**src/hw/rtl/bpeg_pkg.sv**
```systemverilog
package bpeg_pkg;

   localparam logic [1:0] OP_TICK    = 2'd0;
   localparam logic [1:0] OP_WRITE   = 2'd1;
   localparam logic [1:0] OP_TRIGGER = 2'd2;

   localparam logic CSR_LOOP_ENABLE   = 1'b0;
   localparam logic CSR_SEGMENT_COUNT = 1'b1;

   localparam int TIME_W = 20;
   localparam logic [TIME_W-1:0] TIME_MAX = '1;

   // quotient magnitude width, two quotient bits per divider step
   localparam int MAG_W     = 38;
   localparam int DIV_STEPS = MAG_W / 2;
   localparam int STEP_W    = $clog2(DIV_STEPS);

   localparam logic signed [15:0] Q15_MAX = 16'sh7FFF;
   localparam logic signed [15:0] Q15_MIN = 16'sh8000;

   typedef logic [TIME_W-1:0] time_type;
   typedef logic signed [15:0] q15_type;

endpackage

```
**src/hw/rtl/breakpoint_envelope_generator.sv**
```systemverilog
// Breakpoint envelope generator, signed Q15 piecewise linear.
// Request words: operation tick (one millisecond), write breakpoint (level
// and duration at entry_index) or trigger (restart at segment 0). Every
// request word produces exactly one response word: level_out, running and
// finished. Configuration: csr index 0 is loop_enable, index 1 is
// segment_count; write only while no request is in flight.
// Path from acceptance to S_OUT, which loads the response word: a write,
// an idle tick or an unused operation goes straight there; a trigger or a
// loop restart passes S_TRIG, the final tick of a non-looping envelope
// S_FIN, a tick in a zero-length segment S_RD1 and S_RD2, and an
// interpolating tick S_RD1, S_RD2, S_MUL, S_DIV and S_ADD. The serial
// divider in S_DIV retires two quotient bits per cycle.
// One request is processed at a time; req_stall is high from acceptance
// until the response is loaded into the output register, so the next
// request is taken while the previous response still waits on rsp_stall.
// A stalled response holds; the block then waits before loading the next.
// Reset clears the time counters, the segment index, the level and the
// running flag and sets segment_count to 1. The breakpoint tables are not
// cleared; read only entries that have been written.
module breakpoint_envelope_generator
   import bpeg_pkg::*;
#(
   parameter int MAX_SEGMENTS = 8
) (
   input  logic              clock,
   input  logic              reset,
   input  logic              req_valid,
   output logic              req_stall,
   input  logic [1:0]        req_operation,
   input  logic [3:0]        req_entry_index,
   input  logic signed [15:0] req_entry_level,
   input  logic [15:0]       req_entry_duration,
   output logic              rsp_valid,
   input  logic              rsp_stall,
   output logic signed [15:0] rsp_level_out,
   output logic              rsp_running,
   output logic              rsp_finished,
   input  logic              csr_write_enable,
   input  logic              csr_index,
   input  logic [3:0]        csr_write_data
);

   localparam int LAW = $clog2(MAX_SEGMENTS + 1);
   localparam int DAW = (MAX_SEGMENTS > 1) ? $clog2(MAX_SEGMENTS) : 1;
   localparam logic [7:0] MAX_SEG8 = 8'(MAX_SEGMENTS);

   localparam logic [3:0] S_IDLE = 4'd0;
   localparam logic [3:0] S_TRIG = 4'd1;
   localparam logic [3:0] S_RD1  = 4'd2;
   localparam logic [3:0] S_RD2  = 4'd3;
   localparam logic [3:0] S_MUL  = 4'd4;
   localparam logic [3:0] S_DIV  = 4'd5;
   localparam logic [3:0] S_ADD  = 4'd6;
   localparam logic [3:0] S_FIN  = 4'd7;
   localparam logic [3:0] S_OUT  = 4'd8;

   q15_type lvl_mem [0:MAX_SEGMENTS];
   logic [15:0] dur_mem [0:MAX_SEGMENTS-1];

   logic [3:0] state_ff, state_in;
   time_type elapsed_ff, elapsed_in;
   time_type seg_end_ff, seg_end_in;
   logic [LAW-1:0] seg_ff, seg_in;
   logic active_ff, active_in;
   q15_type cur_ff, cur_in;
   logic fin_ff, fin_in;
   logic loop_ff, loop_in;
   logic [3:0] cnt_ff, cnt_in;
   logic cross_ff, cross_in;
   logic [15:0] d_ff, d_in;
   q15_type a_ff, a_in;
   logic signed [38:0] prod_ff, prod_in;
   logic [MAG_W-1:0] num_ff, num_in;
   logic [15:0] rem_ff, rem_in;
   logic neg_ff, neg_in;
   logic [STEP_W-1:0] step_ff, step_in;
   logic rsp_valid_ff, rsp_valid_in;
   q15_type rsp_level_ff, rsp_level_in;
   logic rsp_running_ff, rsp_running_in;
   logic rsp_finished_ff, rsp_finished_in;

   q15_type lvl_rd_ff;
   logic [15:0] dur_rd_ff;
   logic [LAW-1:0] lvl_raddr;
   logic [DAW-1:0] dur_raddr;

   logic accept;
   logic [7:0] cnt8, n8, idx8;
   logic [LAW-1:0] n_w;
   logic [LAW:0] seg_inc;
   logic last;
   time_type et;
   logic seg_cross;
   logic [TIME_W:0] end_sum;
   logic signed [16:0] diff_w;
   logic signed [21:0] into_w;
   logic signed [38:0] prod_w;
   logic [38:0] mag_w;
   logic [16:0] r1, r1s, r2, r2s;
   logic ge1, ge2;
   logic signed [38:0] q_w;
   logic signed [39:0] sum_w;

   assign accept = req_valid && !req_stall;
   assign req_stall = (state_ff != S_IDLE);

   assign cnt8 = {4'b0, cnt_ff};
   assign n8 = (cnt8 == 8'd0) ? 8'd1 : ((cnt8 > MAX_SEG8) ? MAX_SEG8 : cnt8);
   assign n_w = n8[LAW-1:0];
   assign idx8 = {4'b0, req_entry_index};
   assign seg_inc = {1'b0, seg_ff} + {{LAW{1'b0}}, 1'b1};
   assign last = (seg_inc >= {1'b0, n_w});
   assign et = (elapsed_ff == TIME_MAX) ? elapsed_ff : elapsed_ff + 20'd1;
   assign seg_cross = (et > seg_end_ff);
   assign end_sum = {1'b0, seg_end_ff} + {5'b0, dur_rd_ff};

   assign diff_w = {lvl_rd_ff[15], lvl_rd_ff} - {a_ff[15], a_ff};
   assign into_w = $signed({2'b0, elapsed_ff}) - $signed({2'b0, seg_end_ff})
                 + $signed({6'b0, d_ff});
   assign prod_w = diff_w * into_w;
   assign mag_w = prod_ff[38] ? 39'(-prod_ff) : prod_ff;

   // two restoring divide steps per cycle
   assign r1 = {rem_ff, num_ff[MAG_W-1]};
   assign ge1 = (r1 >= {1'b0, d_ff});
   assign r1s = ge1 ? r1 - {1'b0, d_ff} : r1;
   assign r2 = {r1s[15:0], num_ff[MAG_W-2]};
   assign ge2 = (r2 >= {1'b0, d_ff});
   assign r2s = ge2 ? r2 - {1'b0, d_ff} : r2;

   assign q_w = neg_ff ? -$signed({1'b0, num_ff}) : $signed({1'b0, num_ff});
   assign sum_w = $signed({{24{a_ff[15]}}, a_ff}) + $signed({q_w[38], q_w});

   always_comb begin
      lvl_raddr = seg_inc[LAW-1:0];
      dur_raddr = DAW'(seg_ff);
      if (state_ff == S_IDLE) begin
         if (req_operation == OP_TRIGGER) begin
            dur_raddr = '0;
         end else if (seg_cross && last) begin
            lvl_raddr = n_w;
            dur_raddr = '0;
         end else if (seg_cross) begin
            lvl_raddr = seg_inc[LAW-1:0];
            dur_raddr = DAW'(seg_inc);
         end else begin
            lvl_raddr = seg_ff;
         end
      end
   end

   always_ff @(posedge clock) begin
      if (accept && req_operation == OP_WRITE) begin
         if (idx8 <= MAX_SEG8) begin
            lvl_mem[LAW'(req_entry_index)] <= req_entry_level;
         end
         if (idx8 < MAX_SEG8) begin
            dur_mem[DAW'(req_entry_index)] <= req_entry_duration;
         end
      end
      lvl_rd_ff <= lvl_mem[lvl_raddr];
      dur_rd_ff <= dur_mem[dur_raddr];
   end

   always_comb begin
      state_in = state_ff;
      elapsed_in = elapsed_ff;
      seg_end_in = seg_end_ff;
      seg_in = seg_ff;
      active_in = active_ff;
      cur_in = cur_ff;
      fin_in = fin_ff;
      loop_in = loop_ff;
      cnt_in = cnt_ff;
      cross_in = cross_ff;
      d_in = d_ff;
      a_in = a_ff;
      prod_in = prod_ff;
      num_in = num_ff;
      rem_in = rem_ff;
      neg_in = neg_ff;
      step_in = step_ff;
      rsp_valid_in = rsp_valid_ff;
      rsp_level_in = rsp_level_ff;
      rsp_running_in = rsp_running_ff;
      rsp_finished_in = rsp_finished_ff;

      if (rsp_valid_ff && !rsp_stall) begin
         rsp_valid_in = 1'b0;
      end

      if (csr_write_enable) begin
         case (csr_index)
            CSR_LOOP_ENABLE: loop_in = csr_write_data[0];
            CSR_SEGMENT_COUNT: cnt_in = csr_write_data;
            default: ;
         endcase
      end

      case (state_ff)
         S_IDLE: begin
            if (accept) begin
               fin_in = 1'b0;
               state_in = S_OUT;
               if (req_operation == OP_TRIGGER) begin
                  elapsed_in = '0;
                  seg_in = '0;
                  active_in = 1'b1;
                  state_in = S_TRIG;
               end else if (req_operation == OP_TICK && active_ff) begin
                  elapsed_in = et;
                  cross_in = seg_cross;
                  if (seg_cross && last) begin
                     if (loop_ff) begin
                        seg_in = '0;
                        elapsed_in = '0;
                        state_in = S_TRIG;
                     end else begin
                        active_in = 1'b0;
                        state_in = S_FIN;
                     end
                  end else begin
                     if (seg_cross) begin
                        seg_in = seg_inc[LAW-1:0];
                     end
                     state_in = S_RD1;
                  end
               end
            end
         end
         S_TRIG: begin
            seg_end_in = {4'b0, dur_rd_ff};
            state_in = S_OUT;
         end
         S_FIN: begin
            cur_in = lvl_rd_ff;
            fin_in = 1'b1;
            state_in = S_OUT;
         end
         S_RD1: begin
            d_in = dur_rd_ff;
            a_in = lvl_rd_ff;
            if (cross_ff) begin
               seg_end_in = end_sum[TIME_W] ? TIME_MAX : end_sum[TIME_W-1:0];
            end
            state_in = S_RD2;
         end
         S_RD2: begin
            if (d_ff == 16'd0) begin
               cur_in = lvl_rd_ff;
               state_in = S_OUT;
            end else begin
               prod_in = prod_w;
               state_in = S_MUL;
            end
         end
         S_MUL: begin
            neg_in = prod_ff[38];
            num_in = mag_w[MAG_W-1:0];
            rem_in = '0;
            step_in = '0;
            state_in = S_DIV;
         end
         S_DIV: begin
            num_in = {num_ff[MAG_W-3:0], ge1, ge2};
            rem_in = r2s[15:0];
            step_in = step_ff + 1'b1;
            if (step_ff == STEP_W'(DIV_STEPS - 1)) begin
               state_in = S_ADD;
            end
         end
         S_ADD: begin
            if (sum_w > 40'sd32767) begin
               cur_in = Q15_MAX;
            end else if (sum_w < -40'sd32768) begin
               cur_in = Q15_MIN;
            end else begin
               cur_in = sum_w[15:0];
            end
            state_in = S_OUT;
         end
         S_OUT: begin
            if (!rsp_valid_ff || !rsp_stall) begin
               rsp_valid_in = 1'b1;
               rsp_level_in = cur_ff;
               rsp_running_in = active_ff;
               rsp_finished_in = fin_ff;
               state_in = S_IDLE;
            end
         end
         default: state_in = S_IDLE;
      endcase
   end

   always_ff @(posedge clock) begin
      if (reset) begin
         state_ff <= S_IDLE;
         elapsed_ff <= '0;
         seg_end_ff <= '0;
         seg_ff <= '0;
         active_ff <= 1'b0;
         cur_ff <= '0;
         fin_ff <= 1'b0;
         loop_ff <= 1'b0;
         cnt_ff <= 4'd1;
         rsp_valid_ff <= 1'b0;
      end else begin
         state_ff <= state_in;
         elapsed_ff <= elapsed_in;
         seg_end_ff <= seg_end_in;
         seg_ff <= seg_in;
         active_ff <= active_in;
         cur_ff <= cur_in;
         fin_ff <= fin_in;
         loop_ff <= loop_in;
         cnt_ff <= cnt_in;
         rsp_valid_ff <= rsp_valid_in;
      end
   end

   always_ff @(posedge clock) begin
      cross_ff <= cross_in;
      d_ff <= d_in;
      a_ff <= a_in;
      prod_ff <= prod_in;
      num_ff <= num_in;
      rem_ff <= rem_in;
      neg_ff <= neg_in;
      step_ff <= step_in;
      rsp_level_ff <= rsp_level_in;
      rsp_running_ff <= rsp_running_in;
      rsp_finished_ff <= rsp_finished_in;
   end

   assign rsp_valid = rsp_valid_ff;
   assign rsp_level_out = rsp_level_ff;
   assign rsp_running = rsp_running_ff;
   assign rsp_finished = rsp_finished_ff;

   a_load_from_out: assert property (@(posedge clock) disable iff (reset)
      (state_ff == S_OUT && state_in == S_IDLE) |=> rsp_valid)
      else $error("response not loaded");

   a_fin_not_running: assert property (@(posedge clock) disable iff (reset)
      rsp_valid |-> !(rsp_finished && rsp_running))
      else $error("finished while running");

   a_seg_range: assert property (@(posedge clock) disable iff (reset)
      {1'b0, seg_ff} < {1'b0, MAX_SEG8[LAW-1:0]} + 1'b1 || seg_ff == MAX_SEG8[LAW-1:0])
      else $error("segment index out of range");

   a_div_count: assert property (@(posedge clock) disable iff (reset)
      (state_ff == S_DIV) |-> step_ff < STEP_W'(DIV_STEPS))
      else $error("divider step overrun");

   a_div_nonzero: assert property (@(posedge clock) disable iff (reset)
      (state_ff == S_DIV) |-> d_ff != 16'd0)
      else $error("divide by zero");

endmodule
```
**config.mk**
```make
export PLATFORM = sky130hd
export DESIGN_NAME = breakpoint_envelope_generator
export DESIGN_NICKNAME = d
export VERILOG_FILES = /design/src/hw/rtl/bpeg_pkg.sv /design/src/hw/rtl/breakpoint_envelope_generator.sv
export SDC_FILE = /design/constraint.sdc
export NUM_CORES = 2
export LEC_CHECK = 0
export CORE_MARGIN = 3
export CORE_UTILIZATION = 35
export DETAILED_ROUTE_END_ITERATION = 8
export DONT_BUFFER_PORTS = 1
export MAX_ROUTING_LAYER = met4
export PLACE_DENSITY = 0.59
export SYNTH_ARGS = -nofsm -noshare
export SYNTH_HDL_FRONTEND = slang
export SYNTH_SLANG_ARGS = --single-unit
```
**constraint.sdc**
```tcl
create_clock -name clock -period 14.7 [get_ports clock]
set_input_delay 1.47 -clock clock [delete_from_list [all_inputs] [get_ports clock]]
set_output_delay 1.47 -clock clock [all_outputs]
set_load 0.005 [all_outputs]
```
==> impl_results.md <==
* Later-pin clock latency in the skew report at 0.64 ns
* Clock transition at the registers of the reported paths at 0.06 ns
* Overall Global Routing Usage at roughly 18%
* Achievable Freq at between 90 and 100 MHz
* Seq cells post-synth at approximately 530
* Ant diodes at 0
* DRC viols at 0
* Largest net degree at the start of global routing at 88
* Min-delay worst type: flip-flop to flip-flop
* CTS tree: yes
* Worst slew margin at 14.0%
* Nets at 5,024
* Maximum root-to-sink buffer count at 3
* RSZ-0062 raised after global routing: false
* H-tree Lvls at 2
* Reg2reg end: prod_ff[37]
* EDFF count, synth at 422
* Number of global-route vias before repair at 31,900
* Layout cell share with drive strength beyond 1 at 6.14%
* WP data required at between 15 and 20 ns
* Startpoint types: flip-flop
* # rows at 128
* Routability Congestion at 0.920
* Most instantiated library cell after synthesis: inv_1
* Pins Over Slew Limit at 0
* Kind of critical path: flip-flop to flip-flop
* Initial antenna violation count at 0
* DR pass1 iterations at 7
* Status: complete, no violations
* Area contributors post-synth: edfxtp_1 29%, fa_1 17%, ha_1 7.6%
* DP Wirelength at 87,500 um
* Final hold vios at 0
* Core ar. at between 0.1 and 0.15 mm^2
* Critical path capture point: prod_ff[37]
* Buf+Inv Stages, Crit Path at 3
* Setup Slack @ Placement at 3.78 ns
* Die W at 359 um
* Worst path arrival time at 11.35 ns
* Die H at 359 um
* Most used cell, CP: fa_1
* Setup Buffers After CTS at 0
* Synth Instances at between 4,000 and 5,000
* Root Driver: clkbuf_16
* Die ar. at 0.129 mm^2
* Post-CTS Hold Buffers at 0
* Netlist cell types at 88
* Buffers on Ports at 0
* CP max FO at 9
* Antenna-violating nets left at 0
* Setup WS post-layout at 3.71 ns
* Synth Area per Inst at ~10 um^2
* IO Count at slightly below 70
* Crit. End Element: flip-flop
* Synth Flop Type: edfxtp_1
* Number of setup violations in the final report at 0
* Worst reg2reg setup slack at roughly 3.7 ns
* Slowest stage cell, crit path: xnor2_1
* Least-Margin Pin Slew at ~1.3 ns
* Clk sinks at about 530
* Area leader, netlist: edfxtp_1
* Fin Setup TNS at 0 ns
* Filler cells at 12,200
* Total gr overflow at 0
* Final Critical Period at 10.99 ns
* Crit path depth at 39
* First-pass GRT wire length at 182,000 um
* Syn Nets at ~5,000
* Max Cap Viol at 0
* Final WL at 115,000 um
* Initial Utilization at 35.6%
* Via count at 31,600
* Clock Skew at 0.0402 ns
* Worst path max stage delay at 0.88 ns
* Cell Area, Synth at around 0.044 mm^2
* Worst R2R Path Depth at 39
* Top cells by count, synth: 543 x inv_1, 439 x nand2_1, 422 x edfxtp_1
* Wirelength per Cell at 19.1 um
* CP delay by family, top: adder cells
* Fin crit share at 74.8%
* Vias/cell at between 5 and 6
* Yosys warns at 0
* Ys async rst share at 0%
* P&R area growth vs syn at 9.05%
* Setup crit start: elapsed_ff[0]
* Iteration-0 DRC Markers at 2,737
* CTS buffer count at 53
* Post-layout util at 38.8%
* Yosys top cell area share at between 20% and 30%
* Cts repair resizes at 0
* Register area share after synthesis at 33.8%
* Crit Reg-Reg Startpoint: elapsed_ff[0]
* Min Hold Slack at 0.439 ns
## cell families after synthesis
family	after synthesis	share of synthesized area (%)
and+or+nand+nor	1243	13.2
muxes	230	5.38
AOI/OAI and AO/OA	766	11.7
DFF	526	33.8
adders and majority gates	640	24.8
buffers and inverters	694	6.11
xor gates and xnor gates	252	5.06
## cell usage in the layout (no fill, tap or decap), drive strengths merged, types with 61 or more instances in the layout
master / instances
inv: 550
xor2: 98
a21o: 70
fa: 373
clkbuf: 66
ha: 264
nor3: 61
o21ai: 171
edfxtp: 422
dfxtp: 104
nand2: 439
buf: 81
nor2: 368
xnor2: 154
a21oi: 181
mux2i: 193
## per-stage QoR
step           cell area, um^2  std cells
2_1_floorplan            43600       4351
4_1_cts                  47600       6009
3_5_place_dp             45800       5909
5_1_grt                  47600       6009
3_3_place_gp             45800       5909
6_report                 47600       6009
## cell type report
cell class                 count  area, um^2  share of cell area (%)
tap                         1625        2030                    4.28
inverter                     546        2050                    4.31
sequential                   526       14800                    31.0
multi-input combinational   3131       26300                    55.4
clock buffer                  66        1450                    3.04
clock inverter                34         340                   0.716
timing repair buffer          81         608                    1.28
## per-layer routing
| layer | vias to the layer above | wire length, um | track usage (%) |
|---|---|---|---|
| li1 | 14900 | - | - |
| met1 | 15700 | 51100 | 24.1 |
| met2 | 850 | 54200 | 29.5 |
| met3 | 162 | 6240 | 2.22 |
| met4 | 0 | 3160 | 4.70 |
| met5 | - | 0 | - |
## sequential cells by signal (all words and copies together), names as in the netlist, 4 cells and up
| name | cells |
|---|---|
| step_ff | 5 |
| a_ff | 16 |
| rsp_level_out | 16 |
| rem_ff | 16 |
| elapsed_ff | 20 |
| num_ff | 38 |
| d_ff | 16 |
| dur_rd_ff | 16 |
| cur_ff | 16 |
| seg_ff | 4 |
| cnt_ff | 4 |
| lvl_rd_ff | 16 |
| lvl_mem | 144 |
| prod_ff | 39 |
| state_ff | 4 |
| seg_end_ff | 20 |
| dur_mem | 128 |
## worst register-to-register path: cells and delay by family, from the launching register on
kind	cells	cell delay, ns
XOR/XNOR	3	1.13
adder cells (fa/ha/maj)	10	4.38
AO/OA/AOI/OAI	14	3.57
buffers and inverters	3	0.21
flip-flops	1	0.44
AND/OR/NAND/NOR	9	1.03
## worst min path at each step
stage | from | end | cells after the start | slack (ns)
2_1_floorplan | cur_ff[10] | rsp_level_out[10] | 0 | 0.41
3_3_place_gp | cur_ff[10] | rsp_level_out[10] | 0 | 0.42
3_5_place_dp | cur_ff[6] | rsp_level_out[6] | 0 | 0.43
4_1_cts | lvl_mem[8][12] | lvl_rd_ff[12] | 2 | 0.44
5_1_grt | cur_ff[15] | rsp_level_out[15] | 0 | 0.46
6_report | cur_ff[6] | rsp_level_out[6] | 0 | 0.44
Power is not shown: default switching activity piles up to over one toggle a cycle in this logic, so the estimate is an artifact.
